==> src/design/shifted_chebyshev_eval_deriv_top_assert.svh <==
// assertion macros for the shifted chebyshev evaluator
`ifndef SHIFTED_CHEBYSHEV_EVAL_DERIV_TOP_ASSERT_SVH
`define SHIFTED_CHEBYSHEV_EVAL_DERIV_TOP_ASSERT_SVH

// same-cycle implication, checked on clk_i, off while rst_ni is low
`define SCED_ASSERT_NOW(lbl, ante, cons, msg) \
  lbl: assert property (@(posedge clk_i) disable iff (!rst_ni) (ante) |-> (cons)) \
    else $error(msg);

// next-cycle implication, checked on clk_i, off while rst_ni is low
`define SCED_ASSERT_NEXT(lbl, ante, cons, msg) \
  lbl: assert property (@(posedge clk_i) disable iff (!rst_ni) (ante) |=> (cons)) \
    else $error(msg);

`endif

==> src/design/sced_pkg.sv <==
// shared types and constants of the shifted chebyshev evaluator
`timescale 1ns / 1ps

package sced_pkg;

  // highest degree ever evaluated, whatever the order register holds
  localparam int MAX_ORDER = 31;

  localparam int X_W      = 25;
  localparam int Z_W      = 25;
  localparam int VAL_W    = 32;
  localparam int SLOPE_W  = 42;
  localparam int TERM_W   = 5;
  localparam int MUL_B_W  = 33;
  localparam int PROD_W   = Z_W + MUL_B_W;
  localparam int QUOT_W   = 42;
  localparam int DCNT_W   = $clog2(QUOT_W);

  localparam logic [X_W-1:0]            X_ONE     = 25'd16777216;
  localparam logic [X_W-1:0]            Z_HALF    = 25'd8388608;
  localparam logic signed [VAL_W-1:0]   VAL_ONE   = 32'sd1073741824;
  localparam logic signed [SLOPE_W-1:0] SLOPE_MAX = 42'sd2063731785728;
  localparam logic signed [SLOPE_W-1:0] D_TWO     = 42'sd2147483648;

  typedef enum logic [3:0] {
    ST_IDLE,
    ST_EMIT,
    ST_MUL_U,
    ST_MUL_DL,
    ST_MUL_DH,
    ST_MUL_END,
    ST_DIV_GO,
    ST_DIV,
    ST_FIN
  } seq_state_e;

  typedef enum logic [1:0] {
    DIV_IDLE,
    DIV_RUN,
    DIV_SIGN,
    DIV_DONE
  } div_state_e;

endpackage

==> src/design/shifted_chebyshev_eval_deriv_top.sv <==
// top level: shifted chebyshev values and slopes by recurrence, one beat per degree
`timescale 1ns / 1ps

// Takes a point x (unsigned Q1.24, values above 1.0 read as 1.0) and emits one
// output beat per degree n = 0..p, p being the order register clamped to
// MAX_ORDER: T_n(2x-1) with 30 fraction bits and its x-slope with 30 fraction
// bits, both saturated, tlast on degree p. Degrees 0 and 1 need no multiplier
// or divider pass; every higher degree takes three passes through the shared
// z multiplier and then the 42-step bit-serial divider that forms z*d(n)/n,
// and each beat may be held back by output stalls.
// A new x is taken once the beat for degree p sits in the output register;
// that beat may still wait for m_axis_tready meanwhile. The order register is
// written over its own valid/ready channel, always ready, and is to be
// changed only while no item is in flight.

module shifted_chebyshev_eval_deriv_top (
  input  logic        clk_i,
  input  logic        rst_ni,
  // order register write channel
  input  logic        cfg_valid_i,
  output logic        cfg_ready_o,
  input  logic [4:0]  cfg_data_i,
  // input beats
  input  logic        s_axis_tvalid,
  output logic        s_axis_tready,
  input  logic [31:0] s_axis_tdata,   // [24:0] x, [31:25] zero
  // output beats
  output logic        m_axis_tvalid,
  input  logic        m_axis_tready,
  output logic [79:0] m_axis_tdata,   // [4:0] term_index, [36:5] value, [78:37] slope, [79] zero
  output logic        m_axis_tlast
);

  localparam int VW = sced_pkg::VAL_W;
  localparam int SW = sced_pkg::SLOPE_W;
  localparam int TW = sced_pkg::TERM_W;
  localparam int PW = sced_pkg::PROD_W;
  localparam int QW = sced_pkg::QUOT_W;

  localparam logic signed [36:0] U_HI  = 37'sd1073741824;
  localparam logic signed [36:0] U_LO  = -37'sd1073741824;
  localparam logic signed [48:0] SL_HI = 49'sd2063731785728;
  localparam logic signed [48:0] SL_LO = -49'sd2063731785728;

  sced_pkg::seq_state_e state_q, state_d;

  logic [TW-1:0]                  order_q;
  logic [TW-1:0]                  p_q, p_d;
  logic [TW-1:0]                  n_q, n_d;
  logic signed [sced_pkg::Z_W-1:0] z_q, z_d;
  logic signed [VW-1:0]           u_prev_q, u_prev_d;
  logic signed [VW-1:0]           u_cur_q, u_cur_d;
  logic signed [VW-1:0]           u_nx_q, u_nx_d;
  logic signed [SW-1:0]           d_cur_q, d_cur_d;
  logic signed [43:0]             acc_q, acc_d;
  logic signed [42:0]             s_q, s_d;

  logic                           out_valid_q, out_valid_d;
  logic [TW-1:0]                  out_term_q, out_term_d;
  logic signed [VW-1:0]           out_value_q, out_value_d;
  logic signed [SW-1:0]           out_slope_q, out_slope_d;
  logic                           out_last_q, out_last_d;

  logic [sced_pkg::X_W-1:0]           x_clamped;
  logic signed [sced_pkg::Z_W-1:0]    z_in;
  logic [TW-1:0]                      p_eff;
  logic                               slot_free;
  logic signed [sced_pkg::MUL_B_W-1:0] mul_b;
  logic signed [PW-1:0]               prod;
  logic signed [36:0]                 u_diff;
  logic signed [VW-1:0]               u_sat;
  logic signed [48:0]                 sl_prod;
  logic signed [SW-1:0]               sl_sat;
  logic                               div_start;
  logic                               div_done;
  logic signed [QW-1:0]               div_quot;
  logic                               out_value_ok;
  logic                               out_slope_ok;
  logic                               emit_fire;

  // order register, always ready
  assign cfg_ready_o = 1'b1;

  // z = 2x - 1 exactly, 23 fraction bits
  assign x_clamped = (s_axis_tdata[sced_pkg::X_W-1:0] > sced_pkg::X_ONE)
                     ? sced_pkg::X_ONE : s_axis_tdata[sced_pkg::X_W-1:0];
  assign z_in      = $signed(x_clamped - sced_pkg::Z_HALF);
  assign p_eff     = (6'(order_q) > 6'(sced_pkg::MAX_ORDER))
                     ? TW'(sced_pkg::MAX_ORDER) : order_q;

  assign slot_free     = !out_valid_q || m_axis_tready;
  assign s_axis_tready = (state_q == sced_pkg::ST_IDLE);

  sced_mul u_mul (
    .clk_i  (clk_i),
    .a_i    (z_q),
    .b_i    (mul_b),
    .prod_o (prod)
  );

  sced_div u_div (
    .clk_i      (clk_i),
    .rst_ni     (rst_ni),
    .start_i    (div_start),
    .dividend_i (acc_q[QW-1:0]),
    .divisor_i  (n_q),
    .done_o     (div_done),
    .quot_o     (div_quot)
  );

  // value step: floor(2*z*u/2^30) - u_prev, clipped to +-1.0
  assign u_diff = $signed({prod[PW-1], prod[PW-1:22]})
                - $signed({{5{u_prev_q[VW-1]}}, u_prev_q});
  assign u_sat  = (u_diff > U_HI) ? sced_pkg::VAL_ONE
                : (u_diff < U_LO) ? -sced_pkg::VAL_ONE
                : u_diff[VW-1:0];

  // slope step: (n+1) * (q + 2u), clipped
  assign sl_prod = 49'(s_q) * 49'($signed({1'b0, n_q + 5'd1}));
  assign sl_sat  = (sl_prod > SL_HI) ? sced_pkg::SLOPE_MAX
                 : (sl_prod < SL_LO) ? -sced_pkg::SLOPE_MAX
                 : sl_prod[SW-1:0];

  always_ff @(posedge clk_i or negedge rst_ni) begin
    if (!rst_ni) begin
      state_q     <= sced_pkg::ST_IDLE;
      order_q     <= '0;
      out_valid_q <= 1'b0;
    end else begin
      state_q     <= state_d;
      out_valid_q <= out_valid_d;
      if (cfg_valid_i && cfg_ready_o) begin
        order_q <= cfg_data_i;
      end
    end
  end

  always_ff @(posedge clk_i) begin
    p_q         <= p_d;
    n_q         <= n_d;
    z_q         <= z_d;
    u_prev_q    <= u_prev_d;
    u_cur_q     <= u_cur_d;
    u_nx_q      <= u_nx_d;
    d_cur_q     <= d_cur_d;
    acc_q       <= acc_d;
    s_q         <= s_d;
    out_term_q  <= out_term_d;
    out_value_q <= out_value_d;
    out_slope_q <= out_slope_d;
    out_last_q  <= out_last_d;
  end

  always_comb begin
    state_d     = state_q;
    p_d         = p_q;
    n_d         = n_q;
    z_d         = z_q;
    u_prev_d    = u_prev_q;
    u_cur_d     = u_cur_q;
    u_nx_d      = u_nx_q;
    d_cur_d     = d_cur_q;
    acc_d       = acc_q;
    s_d         = s_q;
    out_valid_d = out_valid_q && !m_axis_tready;
    out_term_d  = out_term_q;
    out_value_d = out_value_q;
    out_slope_d = out_slope_q;
    out_last_d  = out_last_q;
    mul_b       = '0;
    div_start   = 1'b0;
    case (state_q)
      sced_pkg::ST_IDLE: begin
        if (s_axis_tvalid) begin
          p_d     = p_eff;
          z_d     = z_in;
          n_d     = '0;
          u_cur_d = sced_pkg::VAL_ONE;
          d_cur_d = '0;
          state_d = sced_pkg::ST_EMIT;
        end
      end
      sced_pkg::ST_EMIT: begin
        // hand degree n to the output register, then advance
        if (slot_free) begin
          out_valid_d = 1'b1;
          out_term_d  = n_q;
          out_value_d = u_cur_q;
          out_slope_d = d_cur_q;
          out_last_d  = (n_q == p_q);
          if (n_q == p_q) begin
            state_d = sced_pkg::ST_IDLE;
          end else if (n_q == '0) begin
            // degree one is z itself, slope 2.0
            u_prev_d = u_cur_q;
            u_cur_d  = $signed({z_q, 7'b0});
            d_cur_d  = sced_pkg::D_TWO;
            n_d      = 5'd1;
          end else begin
            state_d = sced_pkg::ST_MUL_U;
          end
        end
      end
      sced_pkg::ST_MUL_U: begin
        mul_b   = {u_cur_q[VW-1], u_cur_q};
        state_d = sced_pkg::ST_MUL_DL;
      end
      sced_pkg::ST_MUL_DL: begin
        // low 23 bits of the slope, unsigned
        mul_b   = {10'b0, d_cur_q[22:0]};
        u_nx_d  = u_sat;
        state_d = sced_pkg::ST_MUL_DH;
      end
      sced_pkg::ST_MUL_DH: begin
        mul_b   = {{14{d_cur_q[SW-1]}}, d_cur_q[SW-1:23]};
        acc_d   = {{9{prod[PW-1]}}, prod[PW-1:23]};
        state_d = sced_pkg::ST_MUL_END;
      end
      sced_pkg::ST_MUL_END: begin
        // floor(z*d / 2^23) = z*d_hi + floor(z*d_lo / 2^23)
        acc_d   = acc_q + prod[43:0];
        state_d = sced_pkg::ST_DIV_GO;
      end
      sced_pkg::ST_DIV_GO: begin
        div_start = 1'b1;
        state_d   = sced_pkg::ST_DIV;
      end
      sced_pkg::ST_DIV: begin
        if (div_done) begin
          s_d     = {div_quot[QW-1], div_quot} + {{10{u_cur_q[VW-1]}}, u_cur_q, 1'b0};
          state_d = sced_pkg::ST_FIN;
        end
      end
      sced_pkg::ST_FIN: begin
        d_cur_d  = sl_sat;
        u_prev_d = u_cur_q;
        u_cur_d  = u_nx_q;
        n_d      = n_q + 5'd1;
        state_d  = sced_pkg::ST_EMIT;
      end
      default: begin
        state_d = sced_pkg::ST_IDLE;
      end
    endcase
  end

  assign m_axis_tvalid = out_valid_q;
  assign m_axis_tdata  = {1'b0, out_slope_q, out_value_q, out_term_q};
  assign m_axis_tlast  = out_last_q;

  // range flags of the waiting beat, and a beat handed over this cycle
  assign out_value_ok = (out_value_q <= sced_pkg::VAL_ONE)
                     && (out_value_q >= -sced_pkg::VAL_ONE);
  assign out_slope_ok = (out_slope_q <= sced_pkg::SLOPE_MAX)
                     && (out_slope_q >= -sced_pkg::SLOPE_MAX);
  assign emit_fire    = (state_q == sced_pkg::ST_EMIT) && slot_free;

`include "shifted_chebyshev_eval_deriv_top_assert.svh"

  // a waiting beat never carries a value outside +-1.0
  `SCED_ASSERT_NOW(a_value_range, m_axis_tvalid, out_value_ok, "value beyond saturation range")
  // nor a slope outside its clip
  `SCED_ASSERT_NOW(a_slope_range, m_axis_tvalid, out_slope_ok, "slope beyond saturation range")
  // the divider is only started for degrees of one and up
  `SCED_ASSERT_NOW(a_div_nonzero, div_start, n_q != 5'd0, "divider started with zero degree")
  // a beat handed over in the emit state shows up on the port
  `SCED_ASSERT_NEXT(a_emit_shows, emit_fire, m_axis_tvalid, "emitted beat not presented")

endmodule

==> src/design/sced_mul.sv <==
// shared signed multiplier: z times a selected operand, product registered
`timescale 1ns / 1ps

module sced_mul (
  input  logic                                  clk_i,
  input  logic signed [sced_pkg::Z_W-1:0]       a_i,
  input  logic signed [sced_pkg::MUL_B_W-1:0]   b_i,
  output logic signed [sced_pkg::PROD_W-1:0]    prod_o
);

  logic signed [sced_pkg::PROD_W-1:0] prod_d;
  logic signed [sced_pkg::PROD_W-1:0] prod_q;

  assign prod_d = sced_pkg::PROD_W'(a_i) * sced_pkg::PROD_W'(b_i);

  always_ff @(posedge clk_i) begin
    prod_q <= prod_d;
  end

  assign prod_o = prod_q;

endmodule

==> src/design/sced_div.sv <==
// bit-serial signed divider by a small degree, truncating toward zero
`timescale 1ns / 1ps

module sced_div (
  input  logic                                 clk_i,
  input  logic                                 rst_ni,
  input  logic                                 start_i,
  input  logic signed [sced_pkg::QUOT_W-1:0]   dividend_i,
  input  logic [sced_pkg::TERM_W-1:0]          divisor_i,
  output logic                                 done_o,
  output logic signed [sced_pkg::QUOT_W-1:0]   quot_o
);

  sced_pkg::div_state_e state_q, state_d;
  logic [sced_pkg::DCNT_W-1:0] cnt_q, cnt_d;
  logic [sced_pkg::QUOT_W-1:0] work_q, work_d;
  logic [sced_pkg::TERM_W-1:0] rem_q, rem_d;
  logic [sced_pkg::TERM_W-1:0] dvs_q, dvs_d;
  logic                        neg_q, neg_d;
  logic [sced_pkg::TERM_W:0]   trial;
  logic                        ge;

  // one quotient bit per cycle, msb first
  assign trial = {rem_q, work_q[sced_pkg::QUOT_W-1]};
  assign ge    = trial >= {1'b0, dvs_q};

  always_ff @(posedge clk_i or negedge rst_ni) begin
    if (!rst_ni) begin
      state_q <= sced_pkg::DIV_IDLE;
      cnt_q   <= '0;
    end else begin
      state_q <= state_d;
      cnt_q   <= cnt_d;
    end
  end

  always_ff @(posedge clk_i) begin
    work_q <= work_d;
    rem_q  <= rem_d;
    dvs_q  <= dvs_d;
    neg_q  <= neg_d;
  end

  always_comb begin
    state_d = state_q;
    cnt_d   = cnt_q;
    work_d  = work_q;
    rem_d   = rem_q;
    dvs_d   = dvs_q;
    neg_d   = neg_q;
    case (state_q)
      sced_pkg::DIV_IDLE: begin
        if (start_i) begin
          neg_d   = dividend_i[sced_pkg::QUOT_W-1];
          work_d  = dividend_i[sced_pkg::QUOT_W-1] ? sced_pkg::QUOT_W'(-dividend_i)
                                                   : dividend_i;
          rem_d   = '0;
          dvs_d   = divisor_i;
          cnt_d   = sced_pkg::DCNT_W'(sced_pkg::QUOT_W - 1);
          state_d = sced_pkg::DIV_RUN;
        end
      end
      sced_pkg::DIV_RUN: begin
        rem_d  = ge ? sced_pkg::TERM_W'(trial - {1'b0, dvs_q})
                    : trial[sced_pkg::TERM_W-1:0];
        work_d = {work_q[sced_pkg::QUOT_W-2:0], ge};
        if (cnt_q == '0) begin
          state_d = sced_pkg::DIV_SIGN;
        end else begin
          cnt_d = cnt_q - sced_pkg::DCNT_W'(1);
        end
      end
      sced_pkg::DIV_SIGN: begin
        work_d  = neg_q ? (~work_q + sced_pkg::QUOT_W'(1)) : work_q;
        state_d = sced_pkg::DIV_DONE;
      end
      sced_pkg::DIV_DONE: begin
        state_d = sced_pkg::DIV_IDLE;
      end
      default: begin
        state_d = sced_pkg::DIV_IDLE;
      end
    endcase
  end

  assign done_o = (state_q == sced_pkg::DIV_DONE);
  assign quot_o = $signed(work_q);

endmodule
==> config.mk <==
export PLATFORM = sky130hd
export DESIGN_NAME = shifted_chebyshev_eval_deriv_top
export DESIGN_NICKNAME = d
export VERILOG_FILES = /design/src/design/sced_pkg.sv /design/src/design/shifted_chebyshev_eval_deriv_top.sv /design/src/design/sced_mul.sv /design/src/design/sced_div.sv
export VERILOG_INCLUDE_DIRS = /design/src /design/src/design
export SDC_FILE = /design/constraint.sdc
export NUM_CORES = 2
export LEC_CHECK = 0
export BUFFER_PORTS_ARGS = -buffer_cell sky130_fd_sc_hd__buf_4
export CAP_MARGIN = 20
export CORE_MARGIN = 2
export CORE_UTILIZATION = 60
export CTS_BUF_LIST = sky130_fd_sc_hd__clkbuf_16
export DETAILED_ROUTE_END_ITERATION = 12
export GPL_TIMING_DRIVEN = 1
export PLACE_DENSITY = 0.92
export SYNTH_ARGS = -nofsm -noshare
export SYNTH_HDL_FRONTEND = slang
export SYNTH_SLANG_ARGS = --single-unit
==> constraint.sdc <==
create_clock -name clk_i -period 8.7 [get_ports clk_i]
set_input_delay 1.305 -clock clk_i [delete_from_list [all_inputs] [get_ports clk_i]]
set_output_delay 1.305 -clock clk_i [all_outputs]
set_load 0.005 [all_outputs]
==> flow_metrics.tcl <==
set metrics [dict create \
    cts_buffers 53 \
    arrival_ns 9.08 \
    avgSynthCellArea_um2 9.54 \
    initialDrtViolationCount 4809 \
    clk_latency_ns 0.68 \
    drv_cap 0 \
    relSlewSlack_pct 19.0 \
    finalSetupViolCount 0 \
    fin_nets 8028 \
    die_h_um 326 \
    pre_cts_ws_ns -0.0883 \
    antenna_found_initial 7 \
    crit_start "state_q[3]" \
    r2r_slack_ns 0.19 \
    async_flop_share_pct 3.85 \
    hpwlAfterDp_um 145000 \
    critPathRequiredTime_ns 9.27 \
    drc 0 \
    syn_nets 7895 \
    fp.coreArea_um2 102000 \
    grt_pass1_wl_um 280000 \
    max_stage_delay_ns 0.52 \
    startpoint_type "flip-flop" \
    fin_worst_skew_ns 0.0508 \
    ys.flop_type "edfxtp_1" \
    hold_class "reg -> reg" \
    status "finished clean" \
    grt_overflow 0 \
    wl_um 180000 \
    synthTopCellsByArea "fa_1 31%, edfxtp_1 19%, ha_1 7.8%" \
    fin_crit_ns 8.51 \
    crit_path_frequent_cell "fa_1" \
    yosys-top-cells-count "1116 x inv_1, 960 x fa_1, 692 x nand2_1" \
    netlist.area_leader.share_pct 31.0 \
    ys_warn_count 0 \
    grt_pass1_vias 51828 \
    maxSlewViolCount 0 \
    vias_per_cell 6.13 \
    synthesis.area_um2 62100 \
    die_x_um 326 \
    start_util_pct 60.7 \
    cts_root_buf "clkbuf_16" \
    drtAntennaViolNets 0 \
    tritoncts "yes" \
    dieArea_um2 106000 \
    max_freq_ghz 0.117 \
    r2r_start "state_q[3]" \
    critPathCapture "u_mul.prod_o[56]" \
    wl_per_cell_um 22.4 \
    end_kind "flip-flop" \
    pin_count 126 \
    worst_pin_slew_ns 1.21 \
    setup_tns_ns 0 \
    synthToLayoutAreaGrowth_pct 9.28 \
    setup_ws_ns 0.187 \
    slowest_stage "fa_1" \
    yosysMostFrequentCell "inv_1" \
    io_buffer_count 116 \
    via_count 49373 \
    hold_violations 0 \
    critPathMaxFanout 15 \
    clock-sinks 467 \
    synth_largest_area_cell "fa_1" \
    drive_gt1_share_pct 8.60 \
    synth_cell_type_count 110 \
    path_clk_slew_ns 0.07 \
    htreeDepth 2 \
    track_usage_pct 33.9 \
    synth_edf_count 391 \
    fin_crit_sh_pct 97.8 \
    ff2ff_path_depth 35 \
    synth_seq_cells 467 \
    clock_path_buffers 3 \
    regToRegEndpoint "u_mul.prod_o[56]" \
    drt_pass1_iterations 8 \
    gp_routability_congestion 1.02 \
    crit_type "reg -> reg" \
    synth_cells 6508 \
    fp-row-count 117 \
    grt_max_degree 86 \
    ys_seq_area_share_pct 21.5 \
]
## worst min path at each step
stage,startpoint,endpoint,depth (start not counted),slack [ns]
after detailed placement,d_cur_q[9],out_slope_q[9],0,0.45
after CTS,d_cur_q[10],out_slope_q[10],0,0.47
after global placement,d_cur_q[1],out_slope_q[1],0,0.44
after floorplan,d_cur_q[41],out_slope_q[41],0,0.42
final,d_cur_q[10],out_slope_q[10],0,0.47
after global routing,d_cur_q[27],out_slope_q[27],0,0.48
## layout by cell type (no fill, tap or decap), types with 12 or more instances in the layout
cell type	synthesis	layout
nor2b_1	184	183
or4_1	13	13
clkbuf_16	0	53
o21a_1	39	38
and3_1	26	26
nor3_1	65	57
a21o_1	125	125
nand3_1	62	62
fa_1	960	960
nor4_1	24	23
mux2i_1	12	12
o31ai_1	21	20
dfrtp_1	18	15
buf_4	2	317
a21oi_1	239	236
nor2_1	281	280
a22o_1	26	26
and2_1	474	473
ha_1	385	382
a31oi_1	43	43
inv_1	1116	1120
o21ai_0	246	243
o21ai_1	12	12
o21bai_1	30	30
buf_12	0	26
o211ai_1	18	18
xnor2_1	161	161
nand2b_1	39	38
or2_2	16	16
a211oi_1	24	21
xor2_1	91	88
nor3_2	6	13
dfxtp_1	58	58
or3_1	24	24
nand2_1	692	686
edfxtp_1	391	391
a22oi_1	34	33
nand4_1	50	50
## repair_timing
item	4_1_cts	5_1_grt
hold buffers	0	0
pin swaps	1	6
buffers inserted	1	5
gates cloned	0	0
endpoints found under the setup margin	6	14
resized for setup	6	34
## flip-flops by register name, indices dropped and copies added, names as in the netlist, 4 cells and up
name,count
u_div.quot_o,42
u_cur_q,32
u_div.dvs_q,5
out_term_q,5
u_mul.prod_o,58
state_q,4
d_cur_q,42
n_q,5
out_slope_q,42
p_q,5
u_prev_q,32
z_q,25
s_q,43
out_value_q,32
u_nx_q,32
u_div.rem_q,5
acc_q,42
order_q,5
u_div.cnt_q,6
## through the flow
step	hold slack, ns	instance area, um^2	util, %	std cells
after floorplan	0.419	62100	-	6508
after global placement	0.439	65700	64.3	7946
after detailed placement	0.451	65700	64.3	7946
after CTS	0.467	67600	66.2	8047
after global routing	0.483	67800	66.4	8054
final	0.469	67800	66.4	8060
## cell families after synthesis
| group | Yosys count | synth area share [%] |
|---|---|---|
| other | 2 | 0.0121 |
| xor gates and xnor gates | 252 | 3.56 |
| and+or+nand+nor | 2022 | 16.6 |
| buffers and inverters | 1389 | 8.47 |
| DFF | 467 | 21.5 |
| AOI/OAI and AO/OA | 1009 | 10.7 |
| muxes | 22 | 0.375 |
| adders and majority gates | 1345 | 38.7 |
## metal layers
layer	wire length, um	global-route usage (%)	vias to the layer above	part of all wire (%)
met1	62800	40.5	24224	35
li1	-	-	21232	-
met2	85200	56.2	3066	47
met5	50	0	-	0.028
met3	19800	7.75	843	11
met4	12400	20.4	8	6.9
## final cells by class
type / count / area, um^2
antenna: 6 / 15.0
clock inverter: 47 / 531
fill: 7310 / 34400
tap: 1368 / 1710
multi-input combinational: 4652 / 43700
sequential: 467 / 13400
timing repair buffer: 350 / 2980
clock buffer: 53 / 1330
inverter: 1117 / 4190
## critical path: cells and delay by family (launching register included)
family,cells,cell delay [ns]
buffers and inverters,10,1.20
AO/OA/AOI/OAI,10,1.97
flip-flops,1,0.44
XOR/XNOR,1,0.13
adder cells (fa/ha/maj),8,3.71
AND/OR/NAND/NOR,6,0.92
Power is not shown: default switching activity piles up to over one toggle a cycle in this logic, so the estimate is an artifact.
